`src/hdl/ims_pkg.sv`:
```
// Shared types and constants of the Ising Metropolis site-update block.
package ims_pkg;

  localparam int COORD_W   = 6;
  localparam int DATA_W    = 32;
  localparam int CFG_IDX_W = 1;
  localparam int DE_W      = 5;
  localparam int MAG_W     = 14;

  localparam logic [CFG_IDX_W-1:0] CFG_THRESH_4 = 1'b0;
  localparam logic [CFG_IDX_W-1:0] CFG_THRESH_8 = 1'b1;

  localparam logic [DATA_W-1:0] THRESH_4_RST = 32'd581260615;
  localparam logic [DATA_W-1:0] THRESH_8_RST = 32'd78665075;

  localparam logic REQ_LOAD   = 1'b0;
  localparam logic REQ_UPDATE = 1'b1;

  typedef enum logic [2:0] {
    ST_CLEAR,
    ST_IDLE,
    ST_REDUCE,
    ST_RD_UP,
    ST_RD_DN,
    ST_EVAL,
    ST_WRITE
  } state_t;

  typedef enum logic [1:0] {
    RD_CENTER,
    RD_UP,
    RD_DOWN
  } rd_sel_t;

  typedef struct packed {
    logic    in_ready;
    logic    capture;
    logic    reduce_step;
    logic    rd_en;
    rd_sel_t rd_sel;
    logic    latch_ctr;
    logic    latch_up;
    logic    eval;
    logic    commit;
    logic    clr_step;
  } cmd_t;

  typedef struct packed {
    logic in_valid;
    logic reduced;
    logic clr_last;
    logic out_free;
  } status_t;

endpackage

```
`src/hdl/ims_if.sv`:
```
// Request and result channel interfaces of the Ising site-update block.
interface ims_req_if;
  logic                              valid;
  logic                              ready;
  logic                              req_type;
  logic [ims_pkg::COORD_W-1:0]       row;
  logic [ims_pkg::COORD_W-1:0]       col;
  logic                              spin_value;
  logic                              sweep_color;
  logic [ims_pkg::DATA_W-1:0]        rand_fraction;

  modport source (
    output valid, req_type, row, col, spin_value, sweep_color, rand_fraction,
    input  ready
  );
  modport sink (
    input  valid, req_type, row, col, spin_value, sweep_color, rand_fraction,
    output ready
  );
endinterface

interface ims_rsp_if;
  logic                              valid;
  logic                              ready;
  logic                              spin_after;
  logic                              flipped;
  logic                              updated;
  logic signed [ims_pkg::DE_W-1:0]   energy_change;
  logic signed [ims_pkg::MAG_W-1:0]  magnetization_sum;

  modport source (
    output valid, spin_after, flipped, updated, energy_change, magnetization_sum,
    input  ready
  );
  modport sink (
    input  valid, spin_after, flipped, updated, energy_change, magnetization_sum,
    output ready
  );
endinterface

```
`src/hdl/ising_metropolis_site_update.sv`:
```
// Ising lattice Metropolis site update, top level.
// Holds a SIDE x SIDE periodic spin lattice (bit 0 = +1, bit 1 = -1) as SIDE rows of SIDE
// bits in one single-port row memory, plus the exact magnetization sum. A load request
// writes one spin; an update request on a site of the given checkerboard color reads
// the center, upper and lower rows in turn, forms dE from the four wrapped neighbors
// and flips when dE <= 0 or rand_fraction is below the threshold for dE of 4 or 8.
// A request passes through range reduction of its coordinates, the center, upper and
// lower row reads, the decision, and the write-back through the memory port together
// with the load of the result register, held while that register holds an untaken
// result. At SIDE below 64 a coordinate at or beyond SIDE is first reduced by SIDE.
// One request is worked at a time; the next one is taken while a result waits.
// After reset the block clears the lattice one row a cycle through all SIDE rows and takes
// no request until done; configuration writes are taken at any time.
module ising_metropolis_site_update #(
  parameter int SIDE = 64
) (
  input  logic                          clk,
  input  logic                          rst,
  input  logic                          cfg_we,
  input  logic [ims_pkg::CFG_IDX_W-1:0] cfg_index,
  input  logic [ims_pkg::DATA_W-1:0]    cfg_wdata,
  ims_req_if.sink                       req,
  ims_rsp_if.source                     rsp
);

  ims_pkg::cmd_t    cmd;
  ims_pkg::status_t st;

  ims_ctrl u_ctrl (
    .clk (clk),
    .rst (rst),
    .st  (st),
    .cmd (cmd)
  );

  ims_dp #(
    .SIDE (SIDE)
  ) u_dp (
    .clk       (clk),
    .rst       (rst),
    .cfg_we    (cfg_we),
    .cfg_index (cfg_index),
    .cfg_wdata (cfg_wdata),
    .req       (req),
    .rsp       (rsp),
    .cmd       (cmd),
    .st        (st)
  );

  a_commit_free: assert property (@(posedge clk) disable iff (rst)
    cmd.commit |-> st.out_free)
    else $error("result committed while result register busy");

  a_one_at_a_time: assert property (@(posedge clk) disable iff (rst)
    cmd.capture |=> !req.ready)
    else $error("request taken while another is in flight");

  a_commit_shows: assert property (@(posedge clk) disable iff (rst)
    cmd.commit |=> rsp.valid)
    else $error("committed result not presented");

  a_one_command: assert property (@(posedge clk) disable iff (rst)
    $onehot0({cmd.capture, cmd.reduce_step, cmd.eval, cmd.commit, cmd.clr_step}))
    else $error("conflicting datapath commands");

endmodule

```
`src/hdl/ims_ctrl.sv`:
```
// Sequencing state machine of the Ising site-update block.
module ims_ctrl (
  input  logic             clk,
  input  logic             rst,
  input  ims_pkg::status_t st,
  output ims_pkg::cmd_t    cmd
);

  ims_pkg::state_t state, state_next;

  always_ff @(posedge clk) begin
    if (rst) begin
      state <= ims_pkg::ST_CLEAR;
    end else begin
      state <= state_next;
    end
  end

  always_comb begin
    state_next = state;
    cmd        = '0;
    cmd.rd_sel = ims_pkg::RD_CENTER;
    case (state)
      ims_pkg::ST_CLEAR: begin
        cmd.clr_step = 1'b1;
        if (st.clr_last) state_next = ims_pkg::ST_IDLE;
      end
      ims_pkg::ST_IDLE: begin
        cmd.in_ready = 1'b1;
        if (st.in_valid) begin
          cmd.capture = 1'b1;
          state_next  = ims_pkg::ST_REDUCE;
        end
      end
      ims_pkg::ST_REDUCE: begin
        // coordinates in range: start the center row read right away
        if (st.reduced) begin
          cmd.rd_en  = 1'b1;
          cmd.rd_sel = ims_pkg::RD_CENTER;
          state_next = ims_pkg::ST_RD_UP;
        end else begin
          cmd.reduce_step = 1'b1;
        end
      end
      ims_pkg::ST_RD_UP: begin
        cmd.rd_en     = 1'b1;
        cmd.rd_sel    = ims_pkg::RD_UP;
        cmd.latch_ctr = 1'b1;
        state_next    = ims_pkg::ST_RD_DN;
      end
      ims_pkg::ST_RD_DN: begin
        cmd.rd_en    = 1'b1;
        cmd.rd_sel   = ims_pkg::RD_DOWN;
        cmd.latch_up = 1'b1;
        state_next   = ims_pkg::ST_EVAL;
      end
      ims_pkg::ST_EVAL: begin
        cmd.eval   = 1'b1;
        state_next = ims_pkg::ST_WRITE;
      end
      ims_pkg::ST_WRITE: begin
        // hold until the result register can take the transfer
        if (st.out_free) begin
          cmd.commit = 1'b1;
          state_next = ims_pkg::ST_IDLE;
        end
      end
      default: begin
        state_next = ims_pkg::ST_IDLE;
      end
    endcase
  end

endmodule

```
`src/hdl/ims_dp.sv`:
```
// Datapath of the Ising site-update block: lattice row memory, flip decision, sum.
module ims_dp #(
  parameter int SIDE = 64
) (
  input  logic                            clk,
  input  logic                            rst,
  input  logic                            cfg_we,
  input  logic [ims_pkg::CFG_IDX_W-1:0]   cfg_index,
  input  logic [ims_pkg::DATA_W-1:0]      cfg_wdata,
  ims_req_if.sink                         req,
  ims_rsp_if.source                       rsp,
  input  ims_pkg::cmd_t                   cmd,
  output ims_pkg::status_t                st
);

  localparam int RW          = $clog2(SIDE);
  localparam int CW          = ims_pkg::COORD_W;
  localparam int CELLS       = SIDE * SIDE;
  localparam int TOT_MIN_W   = $clog2(CELLS + 1) + 1;
  localparam int TOT_W       = (TOT_MIN_W > ims_pkg::MAG_W) ? TOT_MIN_W : ims_pkg::MAG_W;
  localparam int SIDE_CLIP_I = (SIDE > (1 << CW)) ? (1 << CW) : SIDE;
  localparam logic [CW:0]    SIDE_CLIP = (CW + 1)'(SIDE_CLIP_I);
  localparam logic [RW-1:0]  LAST_IDX  = RW'(SIDE - 1);

  // configuration
  logic [ims_pkg::DATA_W-1:0] thresh_4, thresh_8;

  always_ff @(posedge clk) begin
    if (rst) begin
      thresh_4 <= ims_pkg::THRESH_4_RST;
      thresh_8 <= ims_pkg::THRESH_8_RST;
    end else if (cfg_we) begin
      case (cfg_index)
        ims_pkg::CFG_THRESH_4: thresh_4 <= cfg_wdata;
        ims_pkg::CFG_THRESH_8: thresh_8 <= cfg_wdata;
        default: ;
      endcase
    end
  end

  // captured request
  logic                       req_type_q;
  logic [CW-1:0]              row_q, col_q;
  logic                       spin_q, color_q;
  logic [ims_pkg::DATA_W-1:0] rand_q;
  logic                       row_ge, col_ge;

  assign row_ge = {1'b0, row_q} >= SIDE_CLIP;
  assign col_ge = {1'b0, col_q} >= SIDE_CLIP;

  always_ff @(posedge clk) begin
    if (cmd.capture) begin
      req_type_q <= req.req_type;
      row_q      <= req.row;
      col_q      <= req.col;
      spin_q     <= req.spin_value;
      color_q    <= req.sweep_color;
      rand_q     <= req.rand_fraction;
    end else if (cmd.reduce_step) begin
      // one modulo step per cycle; only taken when SIDE is below the coordinate range
      if (row_ge) row_q <= row_q - SIDE_CLIP[CW-1:0];
      if (col_ge) col_q <= col_q - SIDE_CLIP[CW-1:0];
    end
  end

  logic [RW-1:0] rrow, rcol, up_row, dn_row, lf_col, rt_col;

  assign rrow   = RW'(row_q);
  assign rcol   = RW'(col_q);
  assign up_row = (rrow == '0) ? LAST_IDX : rrow - RW'(1);
  assign dn_row = (rrow == LAST_IDX) ? '0 : rrow + RW'(1);
  assign lf_col = (rcol == '0) ? LAST_IDX : rcol - RW'(1);
  assign rt_col = (rcol == LAST_IDX) ? '0 : rcol + RW'(1);

  // lattice: one row of spins per word
  logic [SIDE-1:0] mem [SIDE];
  logic [SIDE-1:0] mem_q;
  logic [RW-1:0]   rd_addr;
  logic [RW-1:0]   clr_cnt;
  logic            mem_we;
  logic [RW-1:0]   wr_addr;
  logic [SIDE-1:0] wr_data;
  logic [SIDE-1:0] new_row;

  always_comb begin
    case (cmd.rd_sel)
      ims_pkg::RD_CENTER: rd_addr = rrow;
      ims_pkg::RD_UP:     rd_addr = up_row;
      ims_pkg::RD_DOWN:   rd_addr = dn_row;
      default:            rd_addr = rrow;
    endcase
  end

  always_ff @(posedge clk) begin
    if (cmd.rd_en) mem_q <= mem[rd_addr];
  end

  always_ff @(posedge clk) begin
    if (mem_we) mem[wr_addr] <= wr_data;
  end

  always_ff @(posedge clk) begin
    if (rst) begin
      clr_cnt <= '0;
    end else if (cmd.clr_step) begin
      clr_cnt <= clr_cnt + RW'(1);
    end
  end

  // neighborhood
  logic [SIDE-1:0] center_row;
  logic            up_bit;

  always_ff @(posedge clk) begin
    if (cmd.latch_ctr) center_row <= mem_q;
    if (cmd.latch_up)  up_bit     <= mem_q[rcol];
  end

  logic                   ctr_bit, dn_bit, lf_bit, rt_bit;
  logic [2:0]             same;
  logic [ims_pkg::DE_W-1:0] de_raw;
  logic                   site_match;
  logic                   accept;

  assign ctr_bit = center_row[rcol];
  assign dn_bit  = mem_q[rcol];
  assign lf_bit  = center_row[lf_col];
  assign rt_bit  = center_row[rt_col];

  assign same = {2'b00, up_bit == ctr_bit} + {2'b00, dn_bit == ctr_bit}
              + {2'b00, lf_bit == ctr_bit} + {2'b00, rt_bit == ctr_bit};
  // dE = 4 * same - 8
  assign de_raw = ims_pkg::DE_W'({same, 2'b00}) - ims_pkg::DE_W'(8);
  assign site_match = (req_type_q == ims_pkg::REQ_UPDATE) && ((rrow[0] ^ rcol[0]) == color_q);

  // three matching neighbors give dE = 4, all four give dE = 8
  always_comb begin
    case (same)
      3'd3:    accept = rand_q < thresh_4;
      3'd4:    accept = rand_q < thresh_8;
      default: accept = 1'b1;
    endcase
  end

  logic                     flip_q, upd_q, new_spin_q;
  logic [ims_pkg::DE_W-1:0] de_q;

  always_ff @(posedge clk) begin
    if (cmd.eval) begin
      upd_q      <= site_match;
      flip_q     <= site_match && accept;
      de_q       <= site_match ? de_raw : '0;
      if (req_type_q == ims_pkg::REQ_LOAD) begin
        new_spin_q <= spin_q;
      end else begin
        new_spin_q <= ctr_bit ^ (site_match && accept);
      end
    end
  end

  always_comb begin
    new_row       = center_row;
    new_row[rcol] = new_spin_q;
  end

  assign mem_we  = cmd.clr_step || cmd.commit;
  assign wr_addr = cmd.clr_step ? clr_cnt : rrow;
  assign wr_data = cmd.clr_step ? '0 : new_row;

  // magnetization
  logic signed [TOT_W-1:0] total, total_next;

  always_comb begin
    total_next = total;
    if (new_spin_q != ctr_bit) begin
      total_next = new_spin_q ? total - TOT_W'(2) : total + TOT_W'(2);
    end
  end

  always_ff @(posedge clk) begin
    if (rst) begin
      total <= TOT_W'(CELLS);
    end else if (cmd.commit) begin
      total <= total_next;
    end
  end

  // result register
  logic out_valid;

  always_ff @(posedge clk) begin
    if (rst) begin
      out_valid <= 1'b0;
    end else if (cmd.commit) begin
      out_valid <= 1'b1;
    end else if (rsp.ready) begin
      out_valid <= 1'b0;
    end
  end

  always_ff @(posedge clk) begin
    if (cmd.commit) begin
      rsp.spin_after        <= new_spin_q;
      rsp.flipped           <= flip_q;
      rsp.updated           <= upd_q;
      rsp.energy_change     <= de_q;
      rsp.magnetization_sum <= total_next[ims_pkg::MAG_W-1:0];
    end
  end

  assign rsp.valid = out_valid;
  assign req.ready = cmd.in_ready;

  assign st.in_valid = req.valid;
  assign st.reduced  = !row_ge && !col_ge;
  assign st.clr_last = (clr_cnt == LAST_IDX);
  assign st.out_free = !out_valid || rsp.ready;

endmodule

```
`src/flat_wrapper.sv`:
```
// flat-port wrapper written by rule: the top's interface ports become plain ports
module ising_metropolis_site_update_flat 
#(
  parameter int SIDE = 64
)
  (clk, rst, cfg_we, cfg_index, cfg_wdata, req_valid, req_req_type, req_row, req_col, req_spin_value, req_sweep_color, req_rand_fraction, req_ready, rsp_valid, rsp_spin_after, rsp_flipped, rsp_updated, rsp_energy_change, rsp_magnetization_sum, rsp_ready);
  ims_req_if req_i ();
  ims_rsp_if rsp_i ();
  input  logic clk;
  input  logic rst;
  input  logic cfg_we;
  input  logic [ims_pkg::CFG_IDX_W-1:0] cfg_index;
  input  logic [ims_pkg::DATA_W-1:0] cfg_wdata;
  input wire logic [$bits(req_i.valid)-1:0] req_valid;
  input wire logic [$bits(req_i.req_type)-1:0] req_req_type;
  input wire logic [$bits(req_i.row)-1:0] req_row;
  input wire logic [$bits(req_i.col)-1:0] req_col;
  input wire logic [$bits(req_i.spin_value)-1:0] req_spin_value;
  input wire logic [$bits(req_i.sweep_color)-1:0] req_sweep_color;
  input wire logic [$bits(req_i.rand_fraction)-1:0] req_rand_fraction;
  output wire logic [$bits(req_i.ready)-1:0] req_ready;
  output wire logic [$bits(rsp_i.valid)-1:0] rsp_valid;
  output wire logic [$bits(rsp_i.spin_after)-1:0] rsp_spin_after;
  output wire logic [$bits(rsp_i.flipped)-1:0] rsp_flipped;
  output wire logic [$bits(rsp_i.updated)-1:0] rsp_updated;
  output wire logic [$bits(rsp_i.energy_change)-1:0] rsp_energy_change;
  output wire logic [$bits(rsp_i.magnetization_sum)-1:0] rsp_magnetization_sum;
  input wire logic [$bits(rsp_i.ready)-1:0] rsp_ready;
  assign req_i.valid = req_valid;
  assign req_i.req_type = req_req_type;
  assign req_i.row = req_row;
  assign req_i.col = req_col;
  assign req_i.spin_value = req_spin_value;
  assign req_i.sweep_color = req_sweep_color;
  assign req_i.rand_fraction = req_rand_fraction;
  assign req_ready = req_i.ready;
  assign rsp_valid = rsp_i.valid;
  assign rsp_spin_after = rsp_i.spin_after;
  assign rsp_flipped = rsp_i.flipped;
  assign rsp_updated = rsp_i.updated;
  assign rsp_energy_change = rsp_i.energy_change;
  assign rsp_magnetization_sum = rsp_i.magnetization_sum;
  assign rsp_i.ready = rsp_ready;
  ising_metropolis_site_update #(.SIDE(SIDE)) u_core (.clk(clk), .rst(rst), .cfg_we(cfg_we), .cfg_index(cfg_index), .cfg_wdata(cfg_wdata), .req(req_i), .rsp(rsp_i));
endmodule
```
`config.mk`:
```
export PLATFORM = sky130hd
export DESIGN_NAME = ising_metropolis_site_update_flat
export DESIGN_NICKNAME = d
export VERILOG_FILES = /design/src/hdl/ims_pkg.sv /design/src/hdl/ims_if.sv /design/src/hdl/ising_metropolis_site_update.sv /design/src/hdl/ims_ctrl.sv /design/src/hdl/ims_dp.sv /design/src/flat_wrapper.sv
export SDC_FILE = /design/constraint.sdc
export NUM_CORES = 2
export LEC_CHECK = 0
export BUFFER_PORTS_ARGS = -buffer_cell sky130_fd_sc_hd__buf_4
export CORE_ASPECT_RATIO = 0.75
export CORE_MARGIN = 5
export CORE_UTILIZATION = 55
export CTS_BUF_LIST = sky130_fd_sc_hd__clkbuf_16
export DETAILED_ROUTE_END_ITERATION = 8
export PLACE_DENSITY_LB_ADDON = 0.2
export SLEW_MARGIN = 10
export SYNTH_ARGS = -nofsm -noshare
export SYNTH_HDL_FRONTEND = slang
export SYNTH_SLANG_ARGS = --single-unit
export TNS_END_PERCENT = 10
```
`constraint.sdc`:
```
create_clock -name clk -period 6.1 [get_ports clk]
set_input_delay 0 -clock clk [delete_from_list [all_inputs] [get_ports clk]]
set_output_delay 0 -clock clk [all_outputs]
set_load 0.005 [all_outputs]
```
==> key figures <==
Outcome
  – Outcome: finished, final reports clean

Layout
  – Layout area overhead: 13.9%
  – Fin util: 62.8%
  – Layout cells sized above 1: 17.7%
  – Filler instances: 22.3k
  – Commonest non-fill, non-tap cell in the layout: edfxtp_1
  – Net count, final: 10.8k
  – Commonest non-fill, non-tap cells in the layout: edfxtp_1 (4,297), a31oi_1 (1,038), and4_1 (1,029)

Worst setup path
  – Most used cell, CP: buf_4
  – Worst r2r src: u_core.u_dp.col_q[0]
  – Buf+Inv Stages, Crit Path: 8
  – R2r worst-path depth: 24
  – CP endpoint kind: flop
  – Crit start category: flop
  – CP arrival: 6.68 ns
  – Worst R2R Setup Slack: 0.19 ns
  – Crit-path cells: buf_6 > clkinv_1 > ha_1 > buf_4 > and2_1 > buf_4 > a31oi_1 > a31oi_1 > buf_4 > or3_1 > nand4_1 > xnor2_1 > buf_4 > ha_1 > inv_1 > ha_1 > or3_1 > a21boi_1 > nand3b_1 > a2111oi_1 > buf_4 > nor2_1 > a211o_1 > nand3_1
  – Worst path max stage delay: 0.51 ns
  – Crit Path Class: flop to flop
  – RR Endpoint: u_core.u_dp.new_spin_q
  – Worst-path maximum fanout: 18
  – Critical path's top delay family: compound AO/OA/AOI/OAI gates
  – Worst EP required: 6.87 ns
  – CP max stage cell: a31oi_1

Timing
  – # setup viols final: 0
  – Worst-Margin Slew: 1.40 ns
  – RSZ-0062 raised after global routing: false
  – Slew HR: 6.69%
  – Fin. Hold Viols: 0
  – Tcrit/Tclk final: 96.8%
  – Fmax: 0.169 GHz
  – Setup TNS Final: 0 ns
  – Final Max Slew Viols: 0
  – Clk_skew: 0.0612 ns
  – Tmin final: 5.91 ns

Route
  – Drt first pass iters: 8
  – Vias/cell: 7.12
  – Post-route DRC: 0
  – Routed WL: 561 mm
  – Via count: 109k
  – Detail Route Antenna Nets: 0
  – Detailed Route Iter0 Violations: 19.0k
  – Post-DR wirelength/cell: 36.8 µm

Logic synthesis
  – Area contributors post-synth: edfxtp_1 (73%), mux4_2 (6.7%), and4_1 (5.1%), a31oi_1 (3.7%), nor2b_1 (1.8%)
  – Synthesis warning total: 0
  – FF+latch count, synth: 4,384
  – Yosys top cell area share: 73.0%
  – Register area share after synthesis: 74.0%
  – Post-synth EDFFs: 4,297
  – Main flop type after synthesis: edfxtp_1
  – Synth cell types: 88
  – Synth Area per Inst: 17.3 µm²
  – Ys async rst share: 0%
  – Mapped cell area: 177,000 µm²
  – Synth area leader: edfxtp_1
  – Mapped Cells: 10.2k

Power and ir drop
  – Power Internal: 46,300 µW
  – Clk network pwr share: 42.1%
  – PwrDens: 287 nW/µm²
  – Net Sw Frac: 19.8%
  – P_leak: 0.0656 µW
  – Seq pwr share: 56.8%
  – Peak supply drop: 254 µV
  – Switch Pwr: 11,500 µW
  – Combinational share of power: 1.1%

Die
  – Die Wd: 664 µm
  – Starting Density: 55.2%
  – IO Count: 109
  – Core Region: 320,000 µm²
  – Die Ht: 501 µm
  – Die ar.: 333,000 µm²
  – Row count: 180

Global routing
  – First-pass GRT wire length: 782 mm
  – Vias in the first global route: 102k
  – Largest net degree at the start of global routing: 186
  – Gr usage total: 33.0%
  – GRT overflow: 0
  – Antenna violations before repair: 26

Clocking
  – Later-pin clock latency in the skew report: 0.95 ns
  – Max Buffers Root-to-Sink: 4
  – Clk pin slew, worst setup/hold paths: 0.06 ns
  – Cts bufs inserted: 411
  – H-tree depth: 5
  – CTS tree: built
  – Clock Tree Root: clkbuf_16
  – Clk sinks: 4,384

Min path
  – Min-Delay Path Class: input port to flop
  – Worst Hold Depth: 5
  – Worst hold path endpoint: u_core.u_dp.thresh_4[9]
  – Hold Crit Start: cfg_index

Placement
  – Port-buffer cells: 105
  – Hpwl dp: 313 mm
  – Final GP Congestion: 0.976

Job
  – Max-cap viol count: 0
-- power groups by stage --
stage          registers, µW  logic (µW)  clock network [µW]
4_1_cts                32800         622               24500
3_5_place_dp           33500         531                   0
5_1_grt                32800         661               25800
2_1_floorplan          33500         246                   0
3_3_place_gp           33500         520                   0
6_report               32800         638               24300
-- registers in the layout (all words and copies together) (netlist names), 3 cells and up --
register	flops
u_core.u_dp.de_q	3
u_core.u_dp.col_q	6
u_core.u_dp.row_q	6
u_core.u_ctrl.state	3
u_core.u_dp.rsp.energy_change	3
u_core.u_dp.thresh_4	32
u_core.u_dp.mem	4096
u_core.u_dp.rsp.magnetization_sum	13
u_core.u_dp.mem_q	64
u_core.u_dp.center_row	64
u_core.u_dp.thresh_8	32
u_core.u_dp.rand_q	32
u_core.u_dp.clr_cnt	6
u_core.u_dp.total	13
-- what timing repair did --
item / CTS / global route
endpoints found under the setup margin: 0 / 2
gates resized for setup: 0 / 5
hold buffers: 179 / 0
hold endpoints to repair: 146 / 0
buffers inserted: 0 / 0
-- cells in the mapped netlist, types with 87 or more instances --
cell / count
edfxtp_1: 4297
a21oi_1: 211
mux4_2: 526
nand3_1: 99
clkbuf_1: 682
a41oi_1: 195
a31oi_1: 1038
nand4_1: 146
dfxtp_1: 87
nor4_1: 131
o21ai_0: 96
nor2b_1: 520
nand2_1: 207
and4_1: 1029
nor2_1: 217
-- kinds of logic after synthesis --
logic type / Yosys count / share of synthesized area (%)
compound gates: 1696 / 6.22
xor+xnor: 28 / 0.143
fa+ha+maj: 85 / 0.610
buf+inv: 951 / 2.14
flops: 4384 / 74.0
mux: 590 / 7.18
other cells: 1 / 0.00212
simple gates: 2484 / 9.68
-- metal layers --
metal / GRT usage, % / routed length (µm)
met5: 0.346 / 206
met4: 10.4 / 19300
met3: 8.69 / 77200
met2: 46.9 / 241000
met1: 50.2 / 223000
-- through the flow --
| stage | instances | cell area (µm²) | power [µW] | hold WS (ns) | worst slack [ns] |
|---|---|---|---|---|---|
| 2_1_floorplan | 10221 | 177000 | 33700 | 0.0989 | 0.462 |
| 3_3_place_gp | 14317 | 187000 | 34000 | 0.179 | -0.0692 |
| 3_5_place_dp | 14318 | 187000 | 34000 | 0.179 | 0.0520 |
| 4_1_cts | 15239 | 201000 | 58000 | 0.113 | 0.0495 |
| 5_1_grt | 15241 | 201000 | 59300 | 0.199 | 0.0223 |
| 6_report | 15249 | 201000 | 57800 | 0.153 | 0.193 |
-- final cells by class --
type | instances | area [µm²] | area share (%)
timing repair buffer | 863 | 8780 | 4.36
tap | 4277 | 5350 | 2.66
clock buffer | 420 | 10500 | 5.22
multi-input combinational | 4886 | 43500 | 21.6
sequential | 4384 | 131000 | 65.0
antenna | 10 | 25.0 | 0.0124
clock inverter | 322 | 2040 | 1.01
inverter | 87 | 327 | 0.162
-- how the worst max path moves through the flow --
stage | endpoint | depth (start not counted) | start | slack, ns
4_1_cts | u_core.u_dp.new_spin_q | 25 | u_core.u_dp.col_q[1] | 0.05
5_1_grt | u_core.u_dp.new_spin_q | 25 | u_core.u_dp.col_q[0] | 0.02
2_1_floorplan | u_core.u_dp.mem_q[0] | 2 | u_core.u_ctrl.state[2] | 0.46
3_3_place_gp | u_core.u_dp.new_spin_q | 25 | u_core.u_dp.col_q[0] | -0.07
6_report | u_core.u_dp.new_spin_q | 24 | u_core.u_dp.col_q[0] | 0.19
3_5_place_dp | u_core.u_dp.new_spin_q | 25 | u_core.u_dp.col_q[1] | 0.05
-- worst reg2reg max path: stages (launching register included) --
cell and delay [ns]:
edfxtp_1 0.38, buf_6 0.25, clkinv_1 0.13, ha_1 0.32
buf_4 0.31, and2_1 0.42, buf_4 0.19, a31oi_1 0.08
a31oi_1 0.51, buf_4 0.21, or3_1 0.09, nand4_1 0.18
xnor2_1 0.34, buf_4 0.18, ha_1 0.20, inv_1 0.08
ha_1 0.34, or3_1 0.17, a21boi_1 0.27, nand3b_1 0.13
a2111oi_1 0.39, buf_4 0.17, nor2_1 0.06, a211o_1 0.29
nand3_1 0.06
Note: power is estimated with default switching activity, not from simulation.
